## src/rtl/core/cmlm_cell.sv

```systemverilog
module cmlm_cell #(
   parameter int CHARGE_BITS = 14
) (
   input  logic                        clock,
   input  logic                        shift,
   input  logic                        kill,
   input  logic [2:0][CHARGE_BITS-1:0] col_in,
   output logic [2:0][CHARGE_BITS-1:0] col_out
);

   // One window column: top, middle and bottom charge
   logic [2:0][CHARGE_BITS-1:0] col_ff;
   logic [2:0][CHARGE_BITS-1:0] col_in_next;

   // Take the neighbor's column, or zeros at the start of a row
   always_comb begin
      col_in_next = kill ? '0 : col_in;
   end

   always_ff @(posedge clock) begin
      if (shift) begin
         col_ff <= col_in_next;
      end
   end

   assign col_out = col_ff;

endmodule

```

## config.mk

```make
export PLATFORM = sky130hd
export DESIGN_NAME = cmlm_cell
export DESIGN_NICKNAME = d
export VERILOG_FILES = /design/src/rtl/core/cmlm_cell.sv
export SDC_FILE = /design/constraint.sdc
export NUM_CORES = 1
export LEC_CHECK = 0
export BUFFER_PORTS_ARGS = -buffer_cell sky130_fd_sc_hd__buf_4
export CORE_MARGIN = 2
export CORE_UTILIZATION = 43
export CTS_CLUSTER_DIAMETER = 100
export DETAILED_ROUTE_END_ITERATION = 12
export PLACE_DENSITY = 0.74
export SYNTH_ARGS = -nofsm -noshare
export SYNTH_HDL_FRONTEND = slang
export SYNTH_SLANG_ARGS = --single-unit
export TNS_END_PERCENT = 30
```

## constraint.sdc

```tcl
create_clock -name clock -period 0.8 [get_ports clock]
set_clock_uncertainty 0.1 [all_clocks]
set_input_delay 0.04 -clock clock [delete_from_list [all_inputs] [get_ports clock]]
set_output_delay 0.04 -clock clock [all_outputs]
set_load 0.02 [all_outputs]
```

==> key figures <==
Synth
  – Register area share after synthesis: 81.69%
  – Flop and latch count out of synthesis: between 40 and 50
  – Average instance area after synthesis: about 18 um^2
  – Cell types occupying the most area after synthesis: sky130_fd_sc_hd__edfxtp_1 82%, sky130_fd_sc_hd__nor2b_1 17%, sky130_fd_sc_hd__buf_2 1.3%
  – Number of distinct standard cells referenced by the synthesized netlist: 3
  – Yosys warns: 0
  – Library cell with the largest summed area after synthesis: sky130_fd_sc_hd__edfxtp_1
  – Portion of synthesized cell area occupied by the leading cell type: 81.69%
  – Mapped Cells: a little under 90
  – Syn_nets: between 100 and 150
  – Area of the mapped netlist: 1544 um^2

STA
  – Number of pins with negative max-slew slack in the final report: 0
  – Slew margin rel.: 91.49%
  – Final setup margin: -0.2565 ns
  – Setup-violating endpoint count in the final report: between 50 and 60
  – Fin crit share: 132.1%
  – RSZ-0062 raised after global routing: yes
  – Final critical-path required period: 1.057 ns
  – Final hold viol count: 8
  – Upper clock frequency limit: ~950 MHz
  – Hold_ws: -0.07903 ns
  – Transition time at the pin with the least slew margin: 0.1274 ns

Clocking
  – Clock transition at the register clock pins on the worst setup and hold paths after CTS: ~0.11 ns
  – Number of buffers created by CTS: 5
  – CTS tree: built
  – Total of hold buffers inserted after clock tree synthesis: 39
  – Clock tree root driver cell: sky130_fd_sc_hd__clkbuf_4
  – Maximum clock path buffer count: 2
  – Clk sink count: 42
  – Post-CTS setup-driven buffer insertion count: 0
  – H-tree lvl count: 2

Route
  – Number of design rule violations left after detail routing: 0
  – Average wire length per cell after detail routing: between 10 and 15 um
  – Vias after detailed routing: between 1000 and 1500
  – Met3 Routed Length: between 300 and 400 um
  – DRT met1 WL: roughly 1500 um
  – Wire length on met2: just over 2000 um
  – Antenna violation net count after detailed routing: 0
  – Detailed Route Iter0 Violations: 47
  – Drt total wl: roughly 3900 um
  – Highest metal layer with signal wires: met4
  – Via density per instance: roughly 4.4
  – Initial DRT Pass Iterations: 4

Floorplan
  – Die boundary width: about 64 um
  – Area of the placeable core: around 3400 um^2
  – Die Footprint: just over 4000 um^2
  – Number of cell rows: 21
  – Number of primary I/O pins: 87
  – Starting density of the core: between 40% and 50%
  – Vert. Die Dim: 63.92 um

Setup path
  – Crit path buffers/inverters: 1
  – Critical path class: register to primary output
  – Worst setup SP type: register
  – Cell at the slowest stage of the critical path: sky130_fd_sc_hd__edfxtp_1
  – Largest incremental delay on the critical path: 0.43 ns
  – Largest fanout of any net on the critical path: 1
  – CP Data Required Time: around 0.66 ns
  – Critical Path Sink Type: primary output
  – Cells along the critical path: buf_6
  – Launch point of the critical path: col_out[3]
  – Crit path max-delay family: flip-flops
  – Worst Path Arrival: ~0.9 ns

Job
  – Max capacitance violation total: 0

Final layout
  – Area added between synthesis and finish: 89.71%
  – Final instance area: around 3000 um^2
  – Leading cell type in the layout, fill and taps excluded: sky130_fd_sc_hd__buf_4
  – Share of layout cells above drive strength 1: 46.12%
  – Number of flip-flops under the largest register name: 42
  – Commonest non-fill, non-tap cells in the layout: 50 x sky130_fd_sc_hd__buf_4, 42 x sky130_fd_sc_hd__nor2b_1, 42 x sky130_fd_sc_hd__edfxtp_1, 42 x sky130_fd_sc_hd__buf_6, 19 x sky130_fd_sc_hd__dlymetal6s4s_1
  – Final net count: between 200 and 300
  – N_diodes: 0

Placed design
  – Port bufs: 86
  – Cell Area, Placed: ~2300 um^2
  – Final estimated routing congestion in global placement: ~0.76

Pwr
  – Cell-internal power: approximately 3600 uW
  – Sw Ratio: between 20% and 30%
  – Clock network power share: 19.2%
  – Power density cells: between 1500 and 2000 nW/um^2
  – Net Sw Power: around 1100 uW
  – Sequential share of power: 57.3%
  – Highest ir drop seen on vdd: around 1.2 mV
  – Gate power share: a little under a quarter
  – Leak: roughly 0.0014 uW

Global routing
  – Remaining global-route overflow: 0
  – GR Util All Layers: between 20% and 30%
  – Wire length of the first global-routing pass: 6078 um
  – Initial antenna violation count: 0
  – Pin count of the biggest net entering global routing: 24
  – Vias in the first global route: 1289

Status
  – Result of the run: finished with violations
  – Violated checks: negative hold slack, negative setup slack

Worst hold path
  – HP Start: col_in[12]
  – Min-delay worst type: input port to register
==> metrics by stage <==
stage	setup slack, ns	power [uW]	util, %	cells	TNS, ns
2_1_floorplan	0.1987	3033	-	88	0
3_3_place_gp	0.07614	3525	68.07	220	0
3_5_place_dp	0.04736	3546	68.07	220	0
4_1_cts	-0.2732	4713	85.23	265	-10.12
5_1_grt	-0.2994	4894	86.42	265	-11.43
6_report	-0.2565	4716	86.42	265	-9.639
==> area by class of cell <==
cell class | instances | area (um^2)
clock inverters | 1 | 3.754
clock buffers | 5 | 37.54
multi-input cells | 42 | 262.8
fillers | 156 | 460.4
flip-flops and latches | 42 | 1261
repair buffers | 129 | 1306
well taps | 46 | 57.56
==> power by group through the flow <==
stage	combinational, uW	sequential (uW)	clock [uW]
finish	1110	2700	907
global route	1170	2720	1010
CTS	1080	2700	940
detailed placement	836	2710	0
global placement	819	2710	0
floorplan	96.8	2940	0
==> synthesized netlist by cell type <==
master                     count
sky130_fd_sc_hd__buf_2         4
sky130_fd_sc_hd__edfxtp_1     42
sky130_fd_sc_hd__nor2b_1      42
==> kinds of logic (layout without fill, tap and decap cells) <==
kind of cell,Yosys count,count (layout),share of synthesized area [%]
buffers and inverters,4,135,1.297
flip-flops,42,42,81.69
AND/OR/NAND/NOR,42,42,17.02
==> layer usage <==
layer  GRT usage [%]  vias to the layer above
li1                -                      567
met1           22.18                      535
met2           36.33                       67
met3           7.746                        7
met4           5.707                        0
met5               0                        -
==> path summary, 6_finish.rpt <==
check	end	slack, ns	depth (start not counted)
setup / recovery	col_out[3]	-0.26	1
hold / removal	col_out[12]	-0.08	2
==> timing repair <==
| item | in CTS | in global routing |
|---|---|---|
| resized for setup | 40 | 27 |
| endpoints found under the hold margin | 47 | 11 |
| setup endpoints to repair | 42 | 71 |
No activity file was read; power rests on OpenSTA's default activity.
